$ cat src/sm4_pkg.sv
`timescale 1ns / 1ps

package sm4_pkg;

    localparam int ROUNDS   = 32;
    localparam int RK_AW    = $clog2(ROUNDS);
    localparam int CNT_W    = $clog2(ROUNDS + 1);

    localparam logic [31:0] FK0 = 32'hA3B1BAC6;
    localparam logic [31:0] FK1 = 32'h56AA3350;
    localparam logic [31:0] FK2 = 32'h677D9197;
    localparam logic [31:0] FK3 = 32'hB27022DC;

    // configuration register indexes
    localparam logic CFG_KEY_HIGH = 1'b0;
    localparam logic CFG_KEY_LOW  = 1'b1;

    typedef struct packed {
        logic        op;
        logic [63:0] block_high;
        logic [63:0] block_low;
    } sm4_in_t;

    typedef struct packed {
        logic [63:0] result_high;
        logic [63:0] result_low;
    } sm4_out_t;

    // control from the sequencer to the word chain
    typedef struct packed {
        logic       load;
        logic       shift;
        logic       key_mode;
    } sm4_ctl_t;

    localparam logic [7:0] SBOX [256] = '{
        8'hd6,8'h90,8'he9,8'hfe,8'hcc,8'he1,8'h3d,8'hb7,8'h16,8'hb6,8'h14,8'hc2,8'h28,8'hfb,8'h2c,8'h05,
        8'h2b,8'h67,8'h9a,8'h76,8'h2a,8'hbe,8'h04,8'hc3,8'haa,8'h44,8'h13,8'h26,8'h49,8'h86,8'h06,8'h99,
        8'h9c,8'h42,8'h50,8'hf4,8'h91,8'hef,8'h98,8'h7a,8'h33,8'h54,8'h0b,8'h43,8'hed,8'hcf,8'hac,8'h62,
        8'he4,8'hb3,8'h1c,8'ha9,8'hc9,8'h08,8'he8,8'h95,8'h80,8'hdf,8'h94,8'hfa,8'h75,8'h8f,8'h3f,8'ha6,
        8'h47,8'h07,8'ha7,8'hfc,8'hf3,8'h73,8'h17,8'hba,8'h83,8'h59,8'h3c,8'h19,8'he6,8'h85,8'h4f,8'ha8,
        8'h68,8'h6b,8'h81,8'hb2,8'h71,8'h64,8'hda,8'h8b,8'hf8,8'heb,8'h0f,8'h4b,8'h70,8'h56,8'h9d,8'h35,
        8'h1e,8'h24,8'h0e,8'h5e,8'h63,8'h58,8'hd1,8'ha2,8'h25,8'h22,8'h7c,8'h3b,8'h01,8'h21,8'h78,8'h87,
        8'hd4,8'h00,8'h46,8'h57,8'h9f,8'hd3,8'h27,8'h52,8'h4c,8'h36,8'h02,8'he7,8'ha0,8'hc4,8'hc8,8'h9e,
        8'hea,8'hbf,8'h8a,8'hd2,8'h40,8'hc7,8'h38,8'hb5,8'ha3,8'hf7,8'hf2,8'hce,8'hf9,8'h61,8'h15,8'ha1,
        8'he0,8'hae,8'h5d,8'ha4,8'h9b,8'h34,8'h1a,8'h55,8'had,8'h93,8'h32,8'h30,8'hf5,8'h8c,8'hb1,8'he3,
        8'h1d,8'hf6,8'he2,8'h2e,8'h82,8'h66,8'hca,8'h60,8'hc0,8'h29,8'h23,8'hab,8'h0d,8'h53,8'h4e,8'h6f,
        8'hd5,8'hdb,8'h37,8'h45,8'hde,8'hfd,8'h8e,8'h2f,8'h03,8'hff,8'h6a,8'h72,8'h6d,8'h6c,8'h5b,8'h51,
        8'h8d,8'h1b,8'haf,8'h92,8'hbb,8'hdd,8'hbc,8'h7f,8'h11,8'hd9,8'h5c,8'h41,8'h1f,8'h10,8'h5a,8'hd8,
        8'h0a,8'hc1,8'h31,8'h88,8'ha5,8'hcd,8'h7b,8'hbd,8'h2d,8'h74,8'hd0,8'h12,8'hb8,8'he5,8'hb4,8'hb0,
        8'h89,8'h69,8'h97,8'h4a,8'h0c,8'h96,8'h77,8'h7e,8'h65,8'hb9,8'hf1,8'h09,8'hc5,8'h6e,8'hc6,8'h84,
        8'h18,8'hf0,8'h7d,8'hec,8'h3a,8'hdc,8'h4d,8'h20,8'h79,8'hee,8'h5f,8'h3e,8'hd7,8'hcb,8'h39,8'h48
    };

    // CK word i: byte j = (4*i + j) * 7 mod 256
    function automatic logic [31:0] ck_word(input logic [RK_AW-1:0] i);
        logic [31:0] w;
        logic [7:0]  b;
        w = '0;
        for (int j = 0; j < 4; j++) begin
            b = 8'(({6'd0, i} * 8'd4 + 8'(j)) * 8'd7);
            w = {w[23:0], b};
        end
        return w;
    endfunction

endpackage

$ cat src/sm4_tunit.sv
`timescale 1ns / 1ps

// Shared round function: S-box on four bytes, then data or key linear mix
module sm4_tunit
    import sm4_pkg::*;
(
    input  logic [31:0] a,
    input  logic        key_mode,
    output logic [31:0] t
);

    logic [31:0] b;

    // byte-wise substitution
    always_comb begin
        for (int k = 0; k < 4; k++) begin
            b[8*k +: 8] = SBOX[a[8*k +: 8]];
        end
    end

    // linear mix L or L'
    always_comb begin
        if (key_mode) begin
            t = b ^ {b[18:0], b[31:19]} ^ {b[8:0], b[31:9]};
        end else begin
            t = b ^ {b[29:0], b[31:30]} ^ {b[21:0], b[31:22]}
                  ^ {b[13:0], b[31:14]} ^ {b[7:0], b[31:8]};
        end
    end

endmodule

$ cat src/sm4_word_cell.sv
`timescale 1ns / 1ps

// One 32-bit word of the state chain; takes its neighbor's word each round
module sm4_word_cell
    import sm4_pkg::*;
(
    input  logic        aclk,
    input  sm4_ctl_t    ctl,
    input  logic [31:0] load_word,
    input  logic [31:0] shift_in,
    output logic [31:0] word
);

    logic [31:0] word_reg;
    logic [31:0] word_next;

    always_comb begin
        word_next = word_reg;
        if (ctl.load) begin
            word_next = load_word;
        end else if (ctl.shift) begin
            word_next = shift_in;
        end
    end

    always_ff @(posedge aclk) begin
        word_reg <= word_next;
    end

    assign word = word_reg;

endmodule

$ cat src/sm4_ram.sv
`timescale 1ns / 1ps

// Generic single-port-write, registered-read RAM
module sm4_ram #(
    parameter int WIDTH = 32,
    parameter int DEPTH = 32
) (
    input  logic                     aclk,
    input  logic                     wr_en,
    input  logic [$clog2(DEPTH)-1:0] wr_addr,
    input  logic [WIDTH-1:0]         wr_data,
    input  logic [$clog2(DEPTH)-1:0] rd_addr,
    output logic [WIDTH-1:0]         rd_data
);

    logic [WIDTH-1:0] mem [DEPTH];
    logic [WIDTH-1:0] rd_data_reg;

    always_ff @(posedge aclk) begin
        if (wr_en) begin
            mem[wr_addr] <= wr_data;
        end
        rd_data_reg <= mem[rd_addr];
    end

    assign rd_data = rd_data_reg;

endmodule

$ cat src/sm4_block_cipher_core.sv
`timescale 1ns / 1ps

// SM4 block cipher core, 128-bit key and block. A key write (index 0 = key
// high, 1 = key low) starts a key schedule that writes the 32 round keys
// into a small RAM; writing the block before any key write runs the
// schedule on the all-zero key first. A block passes from accept through a
// pending step, a load and round-key read step, the 32 rounds and an output
// capture that waits while the output register is full, one round per cycle
// through a single S-box/linear-mix unit feeding a chain of four 32-bit word
// cells. One block is in flight at a time; the result sits in an output
// register and the next block is accepted while it waits.
module sm4_block_cipher_core
    import sm4_pkg::*;
(
    input  logic        aclk,
    input  logic        aresetn,
    input  logic        s_valid,
    output logic        s_ready,
    input  sm4_in_t     s_data,
    output logic        m_valid,
    input  logic        m_ready,
    output sm4_out_t    m_data,
    input  logic        cfg_valid,
    output logic        cfg_ready,
    input  logic        cfg_index,
    input  logic [63:0] cfg_data
);

    typedef enum logic [1:0] {ST_IDLE, ST_KEY, ST_PRE, ST_RUN} state_t;

    state_t             state_reg;
    logic [CNT_W-1:0]   cnt_reg;
    logic               keys_ready_reg;
    logic               pend_reg;
    logic               op_reg;
    sm4_in_t            blk_reg;
    logic [63:0]        key_high_reg;
    logic [63:0]        key_low_reg;
    logic               m_valid_reg;
    logic               m_valid_next;
    sm4_out_t           m_data_reg;

    sm4_ctl_t           ctl;
    logic [31:0]        w [4];
    logic [31:0]        load_w [4];
    logic [31:0]        t_in;
    logic [31:0]        t_out;
    logic [31:0]        nx;
    logic [31:0]        rk;
    logic [RK_AW-1:0]   rd_addr;
    logic [RK_AW-1:0]   rnd;
    logic               s_fire;
    logic               cfg_fire;
    logic               out_free;
    logic               run_done;
    logic [63:0]        key_high_eff;
    logic [63:0]        key_low_eff;

    assign rnd      = cnt_reg[RK_AW-1:0];
    assign out_free = !m_valid_reg || m_ready;
    assign s_ready  = (state_reg == ST_IDLE) && !pend_reg && !cfg_valid;
    assign cfg_ready = (state_reg == ST_IDLE) && !pend_reg;
    assign s_fire   = s_valid && s_ready;
    assign cfg_fire = cfg_valid && cfg_ready;
    assign run_done = (state_reg == ST_RUN) && (cnt_reg == CNT_W'(ROUNDS));

    // key as it stands after this cycle's write, for seeding the schedule
    assign key_high_eff = (cfg_fire && cfg_index == CFG_KEY_HIGH) ? cfg_data : key_high_reg;
    assign key_low_eff  = (cfg_fire && cfg_index == CFG_KEY_LOW)  ? cfg_data : key_low_reg;

    // chain load values: key schedule seeds or data block
    always_comb begin
        if (state_reg == ST_IDLE && !s_fire) begin
            load_w[0] = key_high_eff[63:32] ^ FK0;
            load_w[1] = key_high_eff[31:0]  ^ FK1;
            load_w[2] = key_low_eff[63:32]  ^ FK2;
            load_w[3] = key_low_eff[31:0]   ^ FK3;
        end else begin
            load_w[0] = blk_reg.block_high[63:32];
            load_w[1] = blk_reg.block_high[31:0];
            load_w[2] = blk_reg.block_low[63:32];
            load_w[3] = blk_reg.block_low[31:0];
        end
    end

    always_comb begin
        ctl.key_mode = (state_reg == ST_KEY);
        ctl.load     = (state_reg == ST_PRE) ||
                       (state_reg == ST_IDLE && (cfg_fire || (pend_reg && !keys_ready_reg)));
        ctl.shift    = (state_reg == ST_KEY && cnt_reg != CNT_W'(ROUNDS))
                       || (state_reg == ST_RUN && cnt_reg != CNT_W'(ROUNDS));
    end

    // round input: ck for key rounds, round key for data rounds
    assign t_in = w[1] ^ w[2] ^ w[3] ^ (ctl.key_mode ? ck_word(rnd) : rk);
    assign nx   = w[0] ^ t_out;

    sm4_tunit u_tunit (
        .a        (t_in),
        .key_mode (ctl.key_mode),
        .t        (t_out)
    );

    // word chain: each cell takes its right neighbor, the last takes the new word
    for (genvar g = 0; g < 4; g++) begin : g_cell
        sm4_word_cell u_cell (
            .aclk      (aclk),
            .ctl       (ctl),
            .load_word (load_w[g]),
            .shift_in  ((g == 3) ? nx : w[(g + 1) % 4]),
            .word      (w[g])
        );
    end

    // round key for the next round is read while the current round runs
    always_comb begin
        if (state_reg == ST_RUN) begin
            rd_addr = op_reg ? RK_AW'(ROUNDS - 2) - rnd : rnd + RK_AW'(1);
        end else begin
            rd_addr = op_reg ? RK_AW'(ROUNDS - 1) : '0;
        end
    end

    sm4_ram #(.WIDTH(32), .DEPTH(ROUNDS)) u_rk_ram (
        .aclk    (aclk),
        .wr_en   (ctl.key_mode && ctl.shift),
        .wr_addr (rnd),
        .wr_data (nx),
        .rd_addr (rd_addr),
        .rd_data (rk)
    );

    // output valid: cleared on accept, set when a finished block is captured
    always_comb begin
        m_valid_next = m_valid_reg;
        if (m_valid_reg && m_ready) begin
            m_valid_next = 1'b0;
        end
        if (run_done && out_free) begin
            m_valid_next = 1'b1;
        end
    end

    // sequencer
    always_ff @(posedge aclk) begin
        if (!aresetn) begin
            state_reg      <= ST_IDLE;
            cnt_reg        <= '0;
            keys_ready_reg <= 1'b0;
            pend_reg       <= 1'b0;
            m_valid_reg    <= 1'b0;
            key_high_reg   <= '0;
            key_low_reg    <= '0;
        end else begin
            m_valid_reg <= m_valid_next;
            unique case (state_reg)
                ST_IDLE: begin
                    cnt_reg <= '0;
                    if (cfg_fire) begin
                        if (cfg_index == CFG_KEY_HIGH) begin
                            key_high_reg <= cfg_data;
                        end else begin
                            key_low_reg <= cfg_data;
                        end
                        state_reg <= ST_KEY;
                    end else if (s_fire) begin
                        blk_reg  <= s_data;
                        op_reg   <= s_data.op;
                        pend_reg <= 1'b1;
                    end else if (pend_reg) begin
                        state_reg <= keys_ready_reg ? ST_PRE : ST_KEY;
                    end
                end
                ST_KEY: begin
                    if (cnt_reg == CNT_W'(ROUNDS)) begin
                        keys_ready_reg <= 1'b1;
                        cnt_reg        <= '0;
                        state_reg      <= ST_IDLE;
                    end else begin
                        cnt_reg <= cnt_reg + CNT_W'(1);
                    end
                end
                ST_PRE: begin
                    pend_reg  <= 1'b0;
                    state_reg <= ST_RUN;
                end
                ST_RUN: begin
                    if (cnt_reg == CNT_W'(ROUNDS)) begin
                        if (out_free) begin
                            m_data_reg  <= '{result_high: {w[3], w[2]},
                                             result_low:  {w[1], w[0]}};
                            cnt_reg     <= '0;
                            state_reg   <= ST_IDLE;
                        end
                    end else begin
                        cnt_reg <= cnt_reg + CNT_W'(1);
                    end
                end
                default: state_reg <= ST_IDLE;
            endcase
        end
    end

    assign m_valid = m_valid_reg;
    assign m_data  = m_data_reg;

    // hold the chain while finished rounds wait on the output register
    // (shift stops when the round count reaches ROUNDS)

    a_valid_hold: assert property (@(posedge aclk) disable iff (!aresetn)
        m_valid && !m_ready |=> m_valid && $stable(m_data))
        else $error("result beat dropped or changed while stalled");

    a_no_accept_busy: assert property (@(posedge aclk) disable iff (!aresetn)
        (state_reg == ST_RUN || state_reg == ST_KEY) |-> !s_ready && !cfg_ready)
        else $error("beat accepted while busy");

    a_keys_before_run: assert property (@(posedge aclk) disable iff (!aresetn)
        state_reg == ST_PRE |-> keys_ready_reg)
        else $error("block started without round keys");

endmodule
$ cat config.mk
export PLATFORM = sky130hd
export DESIGN_NAME = sm4_block_cipher_core
export DESIGN_NICKNAME = d
export VERILOG_FILES = /design/src/sm4_pkg.sv /design/src/sm4_tunit.sv /design/src/sm4_word_cell.sv /design/src/sm4_ram.sv /design/src/sm4_block_cipher_core.sv
export SDC_FILE = /design/constraint.sdc
export NUM_CORES = 2
export LEC_CHECK = 0
export BUFFER_PORTS_ARGS = -buffer_cell sky130_fd_sc_hd__buf_2
export CAP_MARGIN = 20
export CORE_UTILIZATION = 30
export DETAILED_ROUTE_END_ITERATION = 16
export SKIP_CTS_REPAIR_TIMING = 1
export SYNTH_ARGS = -nofsm -noshare
export SYNTH_HDL_FRONTEND = slang
export SYNTH_SLANG_ARGS = --single-unit
$ cat constraint.sdc
create_clock -name aclk -period 14.4 [get_ports aclk]
set_input_delay 2.88 -clock aclk [delete_from_list [all_inputs] [get_ports aclk]]
set_output_delay 2.88 -clock aclk [all_outputs]
set_load 0.005 [all_outputs]
==> results.md <==
* Worst Tran Pin Value at 1.22 ns
* Synthesis warning total at 0
* CP startpoint kind: flip-flop
* Syn_area_per_cell at 13.0 sq um
* CP Max Fanout at 43
* WS Path Type: flip-flop to flip-flop
* Die height at 510 microns
* Final #Nets at 6,407
* Die ar. at 260,000 sq um
* Antenna Nets Post-Route at 0
* Antenna violations before repair at 49
* Syn nets at 6,204
* Worst Hold Class: flip-flop to flip-flop
* Critical path arrival at 9.08 ns
* Syn Std Cell Area at 77,300 sq um
* Longest Clk Path Bufs at 3
* Max-cap viol count at 0
* RSZ-0062 raised after global routing: false
* Gr usage total at 0.222
* Number of CTS-inserted buffers at 164
* Hold_ws at 0.488 ns
* Routed WL at 296 mm
* # setup viols final at 0
* Number of synthesized flops with an enable pin at 1,409
* Status: complete, no violations
* Hold Fails Final Rpt at 0
* First-pass GRT wire length at 413 mm
* Crit path cell chain: nand2b_4, buf_4, mux2i_1, xor2_4, buf_4, inv_2, buf_4, nor2_1, o21ai_0, a31oi_1, o32ai_1, nor4_2, xnor3_1, mux2i_1, o21ai_0, nand2_1
* Main synth FF type: edfxtp_1
* Row cnt at 185
* Port-buffer cells at 329
* CTS Sinks at 1,580
* Top-Level Pins at 330
* CP delay by family, top: simple AND/OR/NAND/NOR gates
* Largest register FFs at 1,024
* H-tree Lvls at 4
* DRT Pass-1 Iters at 9
* Root Driver: clkbuf_16
* Slew HR at 0.186
* Seq cells post-synth at 1,580
* Worst-path clk slew at 0.06 ns
* Most used cell, CP: buf_4
* Ranking of synthesized cells by area: edfxtp_1 55%, mux4_2 8.1%, dfxtp_1 4.4%
* Post-DR wirelength/cell at 30.6 microns
* Final TNS setup at 0 ns
* DRC viols at 0
* Hpwl dp at 193 mm
* Synth area leader: edfxtp_1
* Clock insertion delay at the later pin of the skew report at 0.86 ns
* Biggest register: u_rk_ram.mem
* CP max stage delay at 0.86 ns
* Max frequency at 116 MHz
* Seq/Total Area, Yosys at 0.592
* Post-synth top area share at 0.547
* Worst Path Buf+Inv at 4
* Clock Skew at 0.102 ns
* Core Area at 255,000 sq um
* Overflow after GRT at 0
* Initial core utilization at 0.303
* Largest net degree at the start of global routing at 136
* P&R area growth vs syn at 15.2%
* DR vias/cell at 5.80
* Fin crit share at 0.600
* Worst EP required at 14.84 ns
* Vias at 56,230
* Slew Limit Fails at 0
* Vias in the first global route at 53,436
* Slowest cell on crit path: nor2_1
* Netlist cell types at 120
* Minimum clock period after layout at 8.64 ns
* Syn Inst Count at 5,948
* Nature of the critical path endpoint: flip-flop
* Ys async rst share at 0
* GP Congestion at 0.979
* Ratio of cells with drive above 1 in the final layout at 0.198
* CTS tree: built
* Die width at 510 microns
* Initial DRC count at 8,032
==> Yosys cell counts, drive strengths merged, types with 15 or more instances <==
| cell type | instances |
|---|---|
| o2111ai | 25 |
| a2111oi | 22 |
| ha | 51 |
| clkbuf | 235 |
| nand4 | 24 |
| o32ai | 20 |
| a22oi | 23 |
| xor2 | 106 |
| o31ai | 22 |
| a31oi | 57 |
| a221o | 19 |
| a211o | 20 |
| a221oi | 42 |
| xnor2 | 149 |
| nor2b | 132 |
| a211oi | 73 |
| o221ai | 60 |
| inv | 34 |
| o311ai | 40 |
| xnor3 | 17 |
| a311oi | 37 |
| a21o | 38 |
| buf | 260 |
| mux2i | 261 |
| mux4 | 278 |
| nor2 | 302 |
| o22ai | 34 |
| nand3 | 259 |
| o21a | 15 |
| o211ai | 67 |
| nor4 | 26 |
| a21oi | 236 |
| nand2 | 709 |
| edfxtp | 1409 |
| nor3 | 78 |
| a32oi | 16 |
| and3 | 15 |
| o21ai | 382 |
| dfxtp | 171 |
==> per-layer routing <==
metal | routed length (microns) | track usage | up-vias
met1 | 119000 | 0.301 | 28735
met2 | 134000 | 0.340 | 3406
li1 | - | - | 23479
met5 | 20 | 0 | -
met4 | 15600 | 0.107 | 2
met3 | 27900 | 0.0425 | 608
==> worst paths after layout <==
path | slack (ns) | from | to | depth (start not counted)
max | 5.76 | state_reg[1] | u_rk_ram.mem[9][13] | 16
min | 0.49 | keys_ready_reg | keys_ready_reg | 1
max reg2reg | 5.76 | state_reg[1] | u_rk_ram.mem[9][13] | 16
min reg2reg | 0.49 | keys_ready_reg | keys_ready_reg | 1
==> per-stage QoR <==
stage | instances | setup WS, ns | area, sq um | util
6_report | 9694 | 5.76 | 89100 | 0.349
5_1_grt | 9687 | 5.61 | 89000 | 0.349
3_5_place_dp | 9349 | 5.94 | 83400 | 0.327
3_3_place_gp | 9343 | 5.66 | 83400 | 0.327
2_1_floorplan | 5948 | 1.56 | 77300 | -
4_1_cts | 9657 | 5.91 | 89000 | 0.349
==> worst register-to-register path: stages (launching register included) <==
cell and delay (ns):
dfxtp_1 0.79, nand2b_4 0.63, buf_4 0.57, mux2i_1 0.71, xor2_4 0.19, buf_4 0.37
inv_2 0.36, buf_4 0.39, nor2_1 0.88, o21ai_0 0.25, a31oi_1 0.22, o32ai_1 0.14
nor4_2 0.81, xnor3_1 0.57, mux2i_1 0.42, o21ai_0 0.22, nand2_1 0.75
==> cells in the final DEF, fill, tap and decap left out, types with 42 or more instances in the layout <==
cell type  count
a221oi_1      42
mux4_2       277
ha_1          51
edfxtp_1    1409
o21ai_0      377
mux2i_1      255
nor2_1       261
buf_2        329
xnor2_1      108
dfxtp_1      171
xor2_1        76
nand3_1      257
a31oi_1       56
o211ai_1      64
a211oi_1      68
clkbuf_1      50
nor3_1        74
clkbuf_16    164
o221ai_1      60
nand2_1      703
a21oi_1      230
buf_4        191
nor2b_1      131
==> logic make-up (layout without fill, tap and decap cells) <==
group / after synthesis / in the layout / synth area share
mux: 545 / 545 / 0.117
compound gates: 1336 / 1336 / 0.118
fa+ha+maj: 60 / 60 / 0.0102
buf+inv: 538 / 883 / 0.0321
simple gates: 1616 / 1616 / 0.0952
xor+xnor: 273 / 273 / 0.0362
flops: 1580 / 1580 / 0.592
other cells: 0 / 35 / 0
==> final cells by class <==
class	instances	area, sq um
clock inverters	81	1070
well taps	3366	4210
flip-flops and latches	1580	45700
inverters	43	163
fillers	24680	166000
multi-input cells	3830	30000
diodes	35	87.6
repair buffers	532	3280
clock buffers	227	4470
Power is not shown: default switching activity piles up to over one toggle a cycle in this logic, so the estimate is an artifact.
